[src/design/ssp_pkg.sv]
`timescale 1ns / 1ps

package ssp_pkg;

  localparam int CAPACITY = 32;
  localparam int DW       = 32;
  localparam int AW       = (CAPACITY > 1) ? $clog2(CAPACITY) : 1;
  localparam int LW       = $clog2(CAPACITY + 1);

  typedef logic [AW-1:0] idx_t;
  typedef logic [LW-1:0] len_t;

  localparam logic [1:0] KIND_FRONT  = 2'd0;
  localparam logic [1:0] KIND_BACK   = 2'd1;
  localparam logic [1:0] KIND_REMOVE = 2'd2;

  typedef enum logic [2:0] {
    ST_IDLE,
    ST_EXEC,
    ST_SHIFT,
    ST_PRIME,
    ST_LIST
  } state_t;

  // controller to datapath
  typedef struct packed {
    logic idle;
    logic exec;
    logic shift;
    logic prime;
    logic list;
  } ctl_t;

  // datapath to controller
  typedef struct packed {
    logic in_valid;
    logic start_shift;
    logic shift_done;
    logic list_done;
  } sts_t;

  // physical slot of logical offset off from the front, off at most CAPACITY
  function automatic idx_t wrap_add(idx_t base, len_t off);
    logic [LW:0] sum;
    sum = (LW+1)'(base) + (LW+1)'(off);
    if (sum >= (LW+1)'(CAPACITY)) begin
      sum = sum - (LW+1)'(CAPACITY);
    end
    return sum[AW-1:0];
  endfunction

endpackage

[src/design/ssp_cmd_if.sv]
`timescale 1ns / 1ps

interface ssp_cmd_if;
  logic               valid;
  logic               ready;
  logic [1:0]         kind;
  logic signed [31:0] value;
  logic signed [15:0] position;

  modport source (output valid, kind, value, position, input ready);
  modport sink (input valid, kind, value, position, output ready);
endinterface

[src/design/ssp_res_if.sv]
`timescale 1ns / 1ps

interface ssp_res_if;
  logic               valid;
  logic               ready;
  logic signed [31:0] element;
  logic               is_last;
  logic               list_empty;
  logic               insert_dropped;

  modport source (output valid, element, is_last, list_empty, insert_dropped, input ready);
  modport sink (input valid, element, is_last, list_empty, insert_dropped, output ready);
endinterface

[src/design/ssp_ram.sv]
`timescale 1ns / 1ps

module ssp_ram #(
  parameter int WIDTH = 32,
  parameter int DEPTH = 32
) (
  input  logic                                  clk,
  input  logic                                  we,
  input  logic [(DEPTH > 1 ? $clog2(DEPTH) : 1)-1:0] waddr,
  input  logic [WIDTH-1:0]                      wdata,
  input  logic [(DEPTH > 1 ? $clog2(DEPTH) : 1)-1:0] raddr,
  output logic [WIDTH-1:0]                      rdata
);

  logic [WIDTH-1:0] mem [DEPTH];

  always_ff @(posedge clk) begin
    if (we) begin
      mem[waddr] <= wdata;
    end
    rdata <= mem[raddr];
  end

endmodule

[src/design/ssp_ctrl.sv]
`timescale 1ns / 1ps

module ssp_ctrl import ssp_pkg::*; (
  input  logic clk,
  input  logic rst,
  input  sts_t sts,
  output ctl_t ctl
);

  state_t state, state_next;

  always_ff @(posedge clk) begin
    if (rst) begin
      state <= ST_IDLE;
    end else begin
      state <= state_next;
    end
  end

  always_comb begin
    state_next = state;
    ctl        = '0;
    unique case (state)
      ST_IDLE: begin
        ctl.idle = 1'b1;
        if (sts.in_valid) begin
          state_next = ST_EXEC;
        end
      end
      ST_EXEC: begin
        ctl.exec   = 1'b1;
        state_next = sts.start_shift ? ST_SHIFT : ST_PRIME;
      end
      ST_SHIFT: begin
        ctl.shift = 1'b1;
        if (sts.shift_done) begin
          state_next = ST_PRIME;
        end
      end
      ST_PRIME: begin
        ctl.prime  = 1'b1;
        state_next = ST_LIST;
      end
      ST_LIST: begin
        ctl.list = 1'b1;
        if (sts.list_done) begin
          state_next = ST_IDLE;
        end
      end
      default: begin
        state_next = ST_IDLE;
      end
    endcase
  end

endmodule

[src/design/ssp_dpath.sv]
`timescale 1ns / 1ps

module ssp_dpath import ssp_pkg::*; (
  input  logic             clk,
  input  logic             rst,
  input  ctl_t             ctl,
  output sts_t             sts,
  ssp_cmd_if.sink          cmd,
  ssp_res_if.source        res
);

  // ring pointer and fill level
  idx_t head;
  len_t len;

  // latched command
  logic [1:0]  cmd_kind;
  logic [31:0] cmd_value;
  logic [15:0] cmd_pos;
  logic        dropped;

  // logical index for shift and listing, and read-data-valid flag for shift
  len_t cnt;
  logic primed;

  // result register
  logic        out_valid;
  logic [31:0] out_element;
  logic        out_last;
  logic        out_empty;
  logic        out_drop;

  // ram port
  logic        we;
  idx_t        waddr;
  logic [31:0] wdata;
  idx_t        raddr;
  logic [31:0] rdata;

  logic        full;
  logic        is_ins;
  logic        pos_ok;
  logic        pos_front;
  logic        pos_tail;
  idx_t        head_m1;
  idx_t        head_p1;
  len_t        len_m1;
  len_t        len_p1;
  logic [LW:0] cnt_p1;
  logic [LW:0] cnt_p2;
  len_t        roff;
  logic        load;
  logic        last_hit;

  assign cmd.ready = ctl.idle;

  assign full      = (len == LW'(CAPACITY));
  assign is_ins    = (cmd_kind == KIND_FRONT) || (cmd_kind == KIND_BACK);
  assign pos_ok    = !cmd_pos[15] && (cmd_pos < 16'(len));
  assign len_m1    = len - LW'(1);
  assign len_p1    = len + LW'(1);
  assign pos_front = (cmd_pos == 16'd0);
  assign pos_tail  = (cmd_pos == 16'(len_m1));
  assign head_m1   = (head == idx_t'(0)) ? idx_t'(CAPACITY - 1) : head - idx_t'(1);
  assign head_p1   = (head == idx_t'(CAPACITY - 1)) ? idx_t'(0) : head + idx_t'(1);
  assign cnt_p1    = (LW+1)'(cnt) + (LW+1)'(1);
  assign cnt_p2    = (LW+1)'(cnt) + (LW+1)'(2);

  assign load     = ctl.list && (!out_valid || res.ready);
  assign last_hit = (cnt_p1 == (LW+1)'(len));

  assign sts.in_valid    = cmd.valid;
  assign sts.start_shift = ctl.exec && (cmd_kind == KIND_REMOVE) && pos_ok
                           && !pos_front && !pos_tail;
  assign sts.shift_done  = ctl.shift && primed && (cnt_p2 == (LW+1)'(len));
  assign sts.list_done   = load && ((len == '0) || last_hit);

  // read offset: next source in a shift, lookahead element in a listing
  always_comb begin
    roff = '0;
    if (ctl.shift) begin
      roff = primed ? cnt_p2[LW-1:0] : cnt_p1[LW-1:0];
    end else if (ctl.list) begin
      roff = load ? cnt_p1[LW-1:0] : cnt;
    end
  end

  assign raddr = wrap_add(head, roff);

  always_comb begin
    we    = 1'b0;
    waddr = wrap_add(head, cnt);
    wdata = rdata;
    if (ctl.exec) begin
      we    = is_ins && !full;
      waddr = (cmd_kind == KIND_FRONT) ? head_m1 : wrap_add(head, len);
      wdata = cmd_value;
    end else if (ctl.shift) begin
      we = primed;
    end
  end

  ssp_ram #(
    .WIDTH (DW),
    .DEPTH (CAPACITY)
  ) u_ram (
    .clk   (clk),
    .we    (we),
    .waddr (waddr),
    .wdata (wdata),
    .raddr (raddr),
    .rdata (rdata)
  );

  always_ff @(posedge clk) begin
    if (ctl.idle && cmd.valid) begin
      cmd_kind  <= cmd.kind;
      cmd_value <= cmd.value;
      cmd_pos   <= cmd.position;
    end
    if (ctl.exec) begin
      dropped <= is_ins && full;
      cnt     <= cmd_pos[LW-1:0];
    end else if (ctl.shift && primed) begin
      cnt <= cnt_p1[LW-1:0];
    end else if (ctl.prime) begin
      cnt <= '0;
    end else if (load) begin
      cnt <= cnt_p1[LW-1:0];
    end
    if (load) begin
      out_element <= (len == '0) ? '0 : rdata;
      out_last    <= (len == '0) || last_hit;
      out_empty   <= (len == '0);
      out_drop    <= dropped;
    end
  end

  always_ff @(posedge clk) begin
    if (rst) begin
      head      <= '0;
      len       <= '0;
      primed    <= 1'b0;
      out_valid <= 1'b0;
    end else begin
      if (ctl.exec) begin
        primed <= 1'b0;
        case (cmd_kind)
          KIND_FRONT: begin
            if (!full) begin
              head <= head_m1;
              len  <= len_p1;
            end
          end
          KIND_BACK: begin
            if (!full) begin
              len <= len_p1;
            end
          end
          KIND_REMOVE: begin
            if (pos_ok && pos_front) begin
              head <= head_p1;
              len  <= len_m1;
            end else if (pos_ok && pos_tail) begin
              len <= len_m1;
            end
          end
          default: begin
          end
        endcase
      end else if (ctl.shift) begin
        primed <= 1'b1;
        if (sts.shift_done) begin
          len <= len_m1;
        end
      end
      if (load) begin
        out_valid <= 1'b1;
      end else if (res.ready) begin
        out_valid <= 1'b0;
      end
    end
  end

  assign res.valid          = out_valid;
  assign res.element        = out_element;
  assign res.is_last        = out_last;
  assign res.list_empty     = out_empty;
  assign res.insert_dropped = out_drop;

endmodule

[src/design/sequence_store_push_delete.sv]
`timescale 1ns / 1ps
// an item taken is followed by the update, a ram prime read and the listing of len results,
//   len being the length after the update, at least 1 result; no new item is taken until the
//   listing is done; a remove inside the list first moves the later slots down (one prime
//   read, then one ram write per moved slot, as the ram reads and writes one slot per cycle)
// reset: synchronous, clears the fill level, ring pointer and result valid; slot contents
//   stay undefined until written

module sequence_store_push_delete import ssp_pkg::*; (
  input  logic       clk,
  input  logic       rst,
  ssp_cmd_if.sink    cmd,
  ssp_res_if.source  res
);

  // the store is a ring in one ram: a front insert writes before the head and moves it, a back
  // insert writes past the tail, a remove at the front or the back moves no slots, and a remove
  // inside closes the gap by moving the later slots down

  ctl_t ctl;
  sts_t sts;

  // sequencer: idle, update, shift, prime read, stream listing
  ssp_ctrl u_ctrl (
    .clk (clk),
    .rst (rst),
    .sts (sts),
    .ctl (ctl)
  );

  // ring storage, command latch and output register; the result register frees the
  // result side from the store so a listing item waits there while the next read runs
  ssp_dpath u_dpath (
    .clk (clk),
    .rst (rst),
    .ctl (ctl),
    .sts (sts),
    .cmd (cmd),
    .res (res)
  );

endmodule

[src/flat_wrapper.sv]
// flat-port wrapper written by rule: the top's interface ports become plain ports
module sequence_store_push_delete_flat import ssp_pkg::*;
  (clk, rst, cmd_valid, cmd_kind, cmd_value, cmd_position, cmd_ready, res_valid, res_element, res_is_last, res_list_empty, res_insert_dropped, res_ready);
  ssp_cmd_if cmd_i ();
  ssp_res_if res_i ();
  input  logic clk;
  input  logic rst;
  input wire logic [$bits(cmd_i.valid)-1:0] cmd_valid;
  input wire logic [$bits(cmd_i.kind)-1:0] cmd_kind;
  input wire logic [$bits(cmd_i.value)-1:0] cmd_value;
  input wire logic [$bits(cmd_i.position)-1:0] cmd_position;
  output wire logic [$bits(cmd_i.ready)-1:0] cmd_ready;
  output wire logic [$bits(res_i.valid)-1:0] res_valid;
  output wire logic [$bits(res_i.element)-1:0] res_element;
  output wire logic [$bits(res_i.is_last)-1:0] res_is_last;
  output wire logic [$bits(res_i.list_empty)-1:0] res_list_empty;
  output wire logic [$bits(res_i.insert_dropped)-1:0] res_insert_dropped;
  input wire logic [$bits(res_i.ready)-1:0] res_ready;
  assign cmd_i.valid = cmd_valid;
  assign cmd_i.kind = cmd_kind;
  assign cmd_i.value = cmd_value;
  assign cmd_i.position = cmd_position;
  assign cmd_ready = cmd_i.ready;
  assign res_valid = res_i.valid;
  assign res_element = res_i.element;
  assign res_is_last = res_i.is_last;
  assign res_list_empty = res_i.list_empty;
  assign res_insert_dropped = res_i.insert_dropped;
  assign res_i.ready = res_ready;
  sequence_store_push_delete u_core (.clk(clk), .rst(rst), .cmd(cmd_i), .res(res_i));
endmodule
[config.mk]
export PLATFORM = sky130hd
export DESIGN_NAME = sequence_store_push_delete_flat
export DESIGN_NICKNAME = d
export VERILOG_FILES = /design/src/design/ssp_pkg.sv /design/src/design/ssp_cmd_if.sv /design/src/design/ssp_res_if.sv /design/src/design/ssp_ram.sv /design/src/design/ssp_ctrl.sv /design/src/design/ssp_dpath.sv /design/src/design/sequence_store_push_delete.sv /design/src/flat_wrapper.sv
export SDC_FILE = /design/constraint.sdc
export NUM_CORES = 1
export LEC_CHECK = 0
export BUFFER_PORTS_ARGS = -buffer_cell sky130_fd_sc_hd__buf_2
export CORE_MARGIN = 5
export CORE_UTILIZATION = 48
export CTS_CLUSTER_SIZE = 20
export DETAILED_ROUTE_END_ITERATION = 6
export PLACE_DENSITY = 0.69
export SLEW_MARGIN = 20
export SYNTH_ARGS = -nofsm -noshare
export SYNTH_HDL_FRONTEND = slang
export SYNTH_SLANG_ARGS = --single-unit
[constraint.sdc]
create_clock -name clk -period 10.9 [get_ports clk]
set_input_delay 0 -clock clk [delete_from_list [all_inputs] [get_ports clk]]
set_output_delay 0 -clock clk [all_outputs]
set_load 0.02 [all_outputs]
## After elaboration in Yosys (flattened, before gate mapping)

Memories as Yosys holds them, arrays and structs flattened. A register that Yosys moved wholly into a read port is not among the register bits.
Cells that the tools add are included.

| storage, ports and cells | value |
|---|---|
| register bits after elaboration | 108 |
| memories kept | 1 |
| output and inout bits | 37 |
| logic and storage cells | 127 |
| memory bits (writable) | 1024 |
| input bits | 54 |

| cells by class | value |
|---|---|
| reductions and logical operators | 36 |
| magnitude comparators | 4 |
| mux-type cells | 41 |
| add/subtract/negate cells | 12 |
| eq/ne operators | 19 |

Memories:

| name | words | width | rd ports | clocked after Yosys merged registers in | wr ports | RTL line | source |
|---|---|---|---|---|---|---|---|
| u_core.u_dpath.u_ram.mem | 32 | 32 | 1 | 1 | 1 | ssp_ram.sv:15 | `logic [WIDTH-1:0] mem [DEPTH];` |

Operators with widths:

| operator | number |
|---|---|
| 6-bit 2-to-1 mux | 13 |
| 5-bit 2-to-1 mux | 9 |
| 32-bit 2-to-1 mux | 1 |
| 5-bit by 6-bit adder with 7-bit output | 3 |
| 7-bit by 6-bit greater-or-equal comparator with 1-bit output, second input constant | 3 |
| 5-bit by 1-bit subtractor with 5-bit output, second input constant | 4 |
| 16-bit by 6-bit equality test with 1-bit output | 1 |
| 16-bit zero test | 1 |
| 16-bit by 6-bit less-than comparator with 1-bit output | 1 |
| 3-bit one-hot mux with 5 select lines | 1 |
| 7-bit by 6-bit equality test with 1-bit output | 2 |
| 1-bit logical AND | 14 |
| 1-bit 2-to-1 mux | 12 |
| 6-bit one-hot mux with 2 select lines | 1 |
| 5-bit one-hot mux with 2 select lines | 1 |
| 3-bit 2-to-1 mux | 3 |
| 2-bit nonzero test | 4 |
| 6-bit by 1-bit adder with 7-bit output, second input constant | 1 |
| 6-bit by 2-bit adder with 7-bit output, second input constant | 1 |
| 6-bit by 1-bit adder with 6-bit output, second input constant | 1 |
| 3-bit by 2-bit equality test with 1-bit output, second input constant | 2 |
| 6-bit equality test, second input constant | 1 |
| 6-bit zero test | 1 |
| 2-bit by 1-bit inequality test with 1-bit output, second input constant | 3 |
| 20 further kinds | 28 |

## Longest topological paths before layout

| logic depth | value |
|---|---|
| depth after elaboration | 9 |
| mapped depth | 16 |
| mapped depth without buffers | 14 |

## Hierarchy

A second synthesis with hierarchy kept.

| second synthesis, totals | value |
|---|---|
| cells, all modules | 2806 |
| area total of the unflattened synthesis | 46661.0 µm² |

Modules (own cells, without submodules):

| module | area each (µm²) | times used | cells an instance | sequential area each (µm²) |
|---|---|---|---|---|
| ssp_ram | 40490.1 | 1 | 2260 | 31390.1 |
| ssp_dpath | 5982.0 | 1 | 526 | 2962.8 |
| ssp_ctrl | 188.9 | 1 | 20 | 60.1 |

## Least setup slack after synthesis

OpenSTA, ideal clock, no wires.

| timing path | value |
|---|---|
| kind | flip-flop to flip-flop |
| start point | register u_core.u_dpath.head[0] |
| end point | memory u_core.u_dpath.u_ram.mem[10][0] (enable) |
| path buffers | 2 |
| clock period less this slack | 5.088 ns |
| cell stages (with the launch flop) | 11 |
| library setup time | 0.461 ns |
| slack | 5.812 ns |
| required time | 10.439 ns |
| data arrival time | 4.627 ns |
| cells stage by stage | dfxtp_1 -> ha_1 -> fa_1 -> a21o_1 -> a21oi_1 -> mux2i_1 -> nor4_1 -> or3_1 -> clkbuf_1 -> clkbuf_1 -> nor3_1 |

| between the ends | value |
|---|---|
| word-level cells in the longest chain between the ends | 5 |
| elaborated cells on any way between the ends | 13 |
| classes of those cells | 5 x add/sub; 2 x order compare; 5 x mux; 1 x reduce/logical |

RTL lines:

| item | RTL line | source |
|---|---|---|
| start: declaration | ssp_dpath.sv:13 | `idx_t head;` |
| start signal: assignment | ssp_dpath.sv:151 | `head <= head_m1;` |
| start signal: assignment | ssp_dpath.sv:162 | `head <= head_p1;` |
| 5-bit by 6-bit adder with 7-bit output | ssp_pkg.sv:45 | `sum = (LW+1)'(base) + (LW+1)'(off);` |
| 7-bit by 6-bit greater-or-equal comparator with 1-bit output or 5-bit by 1-bit subtractor with 5-bit output (tied branches) | ssp_pkg.sv:46, ssp_pkg.sv:47 |  |
| 5-bit 2-to-1 mux | ssp_pkg.sv:46 | `if (sum >= (LW+1)'(CAPACITY)) begin` |
| 5-bit 2-to-1 mux | ssp_dpath.sv:96 | `waddr = (cmd_kind == KIND_FRONT) ? head_m1 : wrap_add(head, len);` |
| 5-bit 2-to-1 mux (*) | ssp_dpath.sv:94 | `if (ctl.exec) begin` |
| end: declaration | ssp_ram.sv:15 |  |

Mark *: on every way between the ends. The rest lies on a longest branch, timed or not.

## Final worst setup path

| timing path | value |
|---|---|
| start point | register u_core.u_dpath.cnt[0] |
| end point | register u_core.u_dpath.u_ram.rdata[16] (read register of u_core.u_dpath.u_ram.mem) |

| between the ends | value |
|---|---|
| word-level cells in the longest chain between the ends | 7 |
| elaborated cells on any way between the ends | 10 |
| classes of those cells | 4 x add/sub; 1 x order compare; 5 x mux |

RTL lines:

| item | RTL line | source |
|---|---|---|
| start: declaration | ssp_dpath.sv:23 | `len_t cnt;` |
| start signal: assignment | ssp_dpath.sv:123 | `cnt <= cmd_pos[LW-1:0];` |
| start signal: assignment | ssp_dpath.sv:125 | `cnt <= cnt_p1[LW-1:0];` |
| start signal: assignment | ssp_dpath.sv:129 | `cnt <= cnt_p1[LW-1:0];` |
| 6-bit by 1-bit adder with 7-bit output | ssp_dpath.sv:66 | `assign cnt_p1 = (LW+1)'(cnt) + (LW+1)'(1);` |
| 6-bit 2-to-1 mux | -- |  |
| 6-bit 2-to-1 mux | ssp_dpath.sv:83 | `end else if (ctl.list) begin` |
| 6-bit 2-to-1 mux (*) | ssp_dpath.sv:81 | `if (ctl.shift) begin` |
| 5-bit by 6-bit adder with 7-bit output (*) | ssp_pkg.sv:45 |  |
| 7-bit by 6-bit greater-or-equal comparator with 1-bit output or 5-bit by 1-bit subtractor with 5-bit output (tied branches) | ssp_pkg.sv:46, ssp_pkg.sv:47 |  |
| 5-bit 2-to-1 mux (*) | ssp_pkg.sv:46 |  |
| end: declaration | ssp_ram.sv:12 | `output logic [WIDTH-1:0] rdata` |

Marked as above.
A chain may end at the register's enable or synchronous reset.

==> summary.md <==
| Metric | Value |
|---|---|
| Via count | 22495 |
| Net Sw Frac | 27.2% |
| Distinct cells, synth | 67 |
| Dpl hpwl | 55400 um |
| Net Switching | between 3 and 4 mW |
| Initial antenna violation count | 0 |
| Kind of cell adding the most delay to the critical path | adder cells |
| Combinational share of power | about a fifth |
| Crit share post-route | between 40% and 50% |
| CTS buffer count | between 100 and 150 |
| Vias per inst | 6.03 |
| I/O Buffers | 90 |
| First-pass GRT wire length | ~160000 um |
| Relative slew slack | roughly 24% |
| RSZ-0062 raised after global routing | false |
| Hold Violations, Final | 0 |
| Core area | around 0.095 mm^2 |
| GRT Overall Usage | between 20% and 30% |
| Clk buf depth | 3 |
| Minimum clock period | around 5200 ps |
| Post-synth ARST share | 0% |
| I/O pins | 91 |
| Synth Cell Area | between 0.04 and 0.05 mm^2 |
| Routed len/inst | approximately 28 um |
| CP peak stage delay | ~1300 ps |
| Clk Latency, worst-skew pair | roughly 690 ps |
| TritonRoute pass-1 iters | 6 |
| Maximum VDD drop | between 0.1 and 0.15 mV |
| Register area share after synthesis | around 76% |
| Largest net degree at the start of global routing | between 150 and 200 |
| Routability Congestion | about 0.83 |
| Vias in the first global route | 22935 |
| Crit-path max FO | roughly 150 |
| Commonest cells post-synth | edfxtp_1 (1110), mux4_2 (320), nand2_1 (127), clkbuf_1 (68), dfxtp_1 (54) |
| CP Buf/Inv Count | 3 |
| Clk sinks | ~1200 |
| Flop pwr share | between 40% and 50% |
| Worst-Margin Slew | ~1100 ps |
| Final wirelength | 106000 um |
| Starting DRT DRC Count | roughly 2600 |
| Die Footprint | between 0.1 and 0.15 mm^2 |
| Post-route insts no fill | approximately 3700 |
| Largest cells by area after synthesis | edfxtp_1 (73%), mux4_2 (16%), dfxtp_1 (2.4%), nand2_1 (1.0%), mux2_2 (0.84%) |
| Setup violations, final | 0 |
| Max frequency | ~190 MHz |
| Hold path start | cmd_value[0] |
| Clock-pin transition on the worst setup and hold timing paths | 60 ps |
| Root buffer cell | clkbuf_16 |
| Post-CTS Setup Inserts | 0 |
| Cells after Synth | ~2100 |
| Row count | around 110 |
| EDFF count, synth | ~1100 |
| WS Path Type | register to register |
| Post_cts resized | 0 |
| #FFs+latches synth | roughly 1200 |
| H-tree Lvls | 3 |
| P&R area growth vs syn | 15.2% |
| Max Cap Violations | 0 |
| Reg2reg setup slack | between 5000 and 6000 ps |
| Internal power | 8.93 mW |
| Share of cells above drive strength 1 | 29.9% |
| R2r startpoint | u_core.u_dpath.cnt[0] |
| CTS tree | yes |
| Total negative setup slack | 0 ps |
| # fillers | between 6000 and 7000 |
| Power Density | around 230 mW/mm^2 |
| Placed Cells | between 3000 and 4000 |
| Clock share of power | between 30% and 40% |
| Worst setup path startpoint | u_core.u_dpath.cnt[0] |
| Hold Crit Class | input port to register |
| Yosys top cell by area | edfxtp_1 |
| Die height | between 300 and 400 um |
| WP data required | between 10000 and 15000 ps |
| Syn Nets | 2215 |
| Leak | about 17 nW |
| Initial Utilization | about half |
| Worst-path cell chain | ha_1 > inv_1 > nand2_1 > o21ai_0 > o41ai_1 > inv_1 > fa_4 > buf_12 > mux4_2 > mux4_2 > mux2_2 |
| Total grt overflow | 0 |
| Most numerous cell in the Yosys netlist | edfxtp_1 |
| Antenna-violating nets left | 0 |
| Die X | 318 um |
| Outcome | complete, no violations |
| Highest-delay cell along the critical path | fa_4 |
| Ys flop type | edfxtp_1 |
| Critical path arrival | between 5000 and 6000 ps |
| # DRC | 0 |
| Worst setup EP type | register |
| Slew Limit Fails | 0 |
| Post-synth top area share | 73.3% |
| Synth warn | 0 |
| Clk_skew | between 30 and 40 ps |
| Final nets | between 2000 and 2500 |
| Startpoint Class | register |
| Syn Area/Cell | ~21 um^2 |
| Ant. Diodes | 0 |
## cells in the final DEF, fill, tap and decap left out, drive strengths merged, types with 5 or more instances in the layout
cell         count
a31oi            5
mux4           320
nor2b           37
edfxtp        1110
nand2          128
a21oi           39
clkbuf         152
ha              25
a21o             8
nor4             8
a211oi           7
o21ai           19
dlygate4sd3     72
dfxtp           54
clkinv          51
xor2            11
nand2b           6
mux2            36
nor2            32
bufinv           8
inv             23
nand3           17
xnor2           26
buf            157
nor3            40
## kinds of logic after synthesis
logic type,count (synthesis),synth area share [%]
multiplexers,360,16.8
flip-flops,1164,75.6
adder cells (fa/ha/maj),28,0.820
XOR/XNOR,37,0.712
AO/OA/AOI/OAI,120,1.75
AND/OR/NAND/NOR,294,3.11
buffers and inverters,130,1.15
## worst register-to-register path: cells and delay by family (launching register included)
family	cells	cell delay, ps
adders and majority gates	2	1570
muxes	3	1400
buffers and inverters	3	890
DFF	1	610
AOI/OAI and AO/OA	2	500
and+or+nand+nor	1	70
## through the flow
stage          worst slack, ps  hold slack (ps)  cell area (um^2)  power, mW  util, %
5_1_grt                   5230             17.6             52400       12.8     55.4
4_1_cts                   5640            0.580             52400       12.3     55.4
2_1_floorplan             5810             98.9             45500       7.62        -
3_5_place_dp              5670              178             47900       8.44     50.6
6_report                  5720             31.5             52400       12.3     55.4
3_3_place_gp              5730              179             47900       8.34     50.6
## flip-flops by register name, summed over array words and instances (netlist names), 2 cells and up
signal,cells
u_core.u_ctrl.state,3
u_core.u_dpath.cmd_kind,2
u_core.u_dpath.cmd_pos,16
u_core.u_dpath.u_ram.rdata,32
u_core.u_dpath.u_ram.mem,1024
u_core.u_dpath.cnt,6
u_core.u_dpath.cmd_value,32
u_core.u_dpath.len,6
u_core.u_dpath.res.element,32
u_core.u_dpath.head,5
## final timing paths
check,endpoint,depth (start not counted)
worst max register to register,u_core.u_dpath.u_ram.rdata[16],11
worst min-delay path,u_core.u_dpath.cmd_value[0],2
worst max-delay path,u_core.u_dpath.u_ram.rdata[16],11
worst min register to register,u_core.u_dpath.res.insert_dropped,0
## power by group through the flow
stage | Combinational [mW] | Clock [mW] | Sequential [mW]
after floorplan | 1.78 | 0 | 5.84
after global placement | 2.39 | 0 | 5.94
after detailed placement | 2.49 | 0 | 5.95
after CTS | 2.51 | 3.96 | 5.86
after global routing | 2.71 | 4.16 | 5.88
final | 2.50 | 3.90 | 5.86
## layer usage
layer | share of wire, % | vias up | track usage (%)
met5 | 0 | - | 0
met3 | 7.7 | 178 | 3.36
met1 | 40 | 11940 | 29.0
li1 | - | 9329 | -
met4 | 2.4 | 0 | 5.84
met2 | 50 | 1048 | 34.3
## area by class of cell
cell class	instances	area [um^2]	area share (%)
Clock inverter	64	596	1.14
Multi-Input combinational cell	839	10800	20.7
Inverter	20	75.1	0.143
Tap cell	1265	1580	3.02
Sequential cell	1164	34400	65.6
Timing Repair Buffer	229	1720	3.28
Clock buffer	152	3200	6.10
## what timing repair did
action                                 in CTS  in global routing
setup endpoints to repair                   0                  0
endpoints found under the hold margin      66                  0
hold buffers                               72                  0
Power figures use the tool's default switching activity.
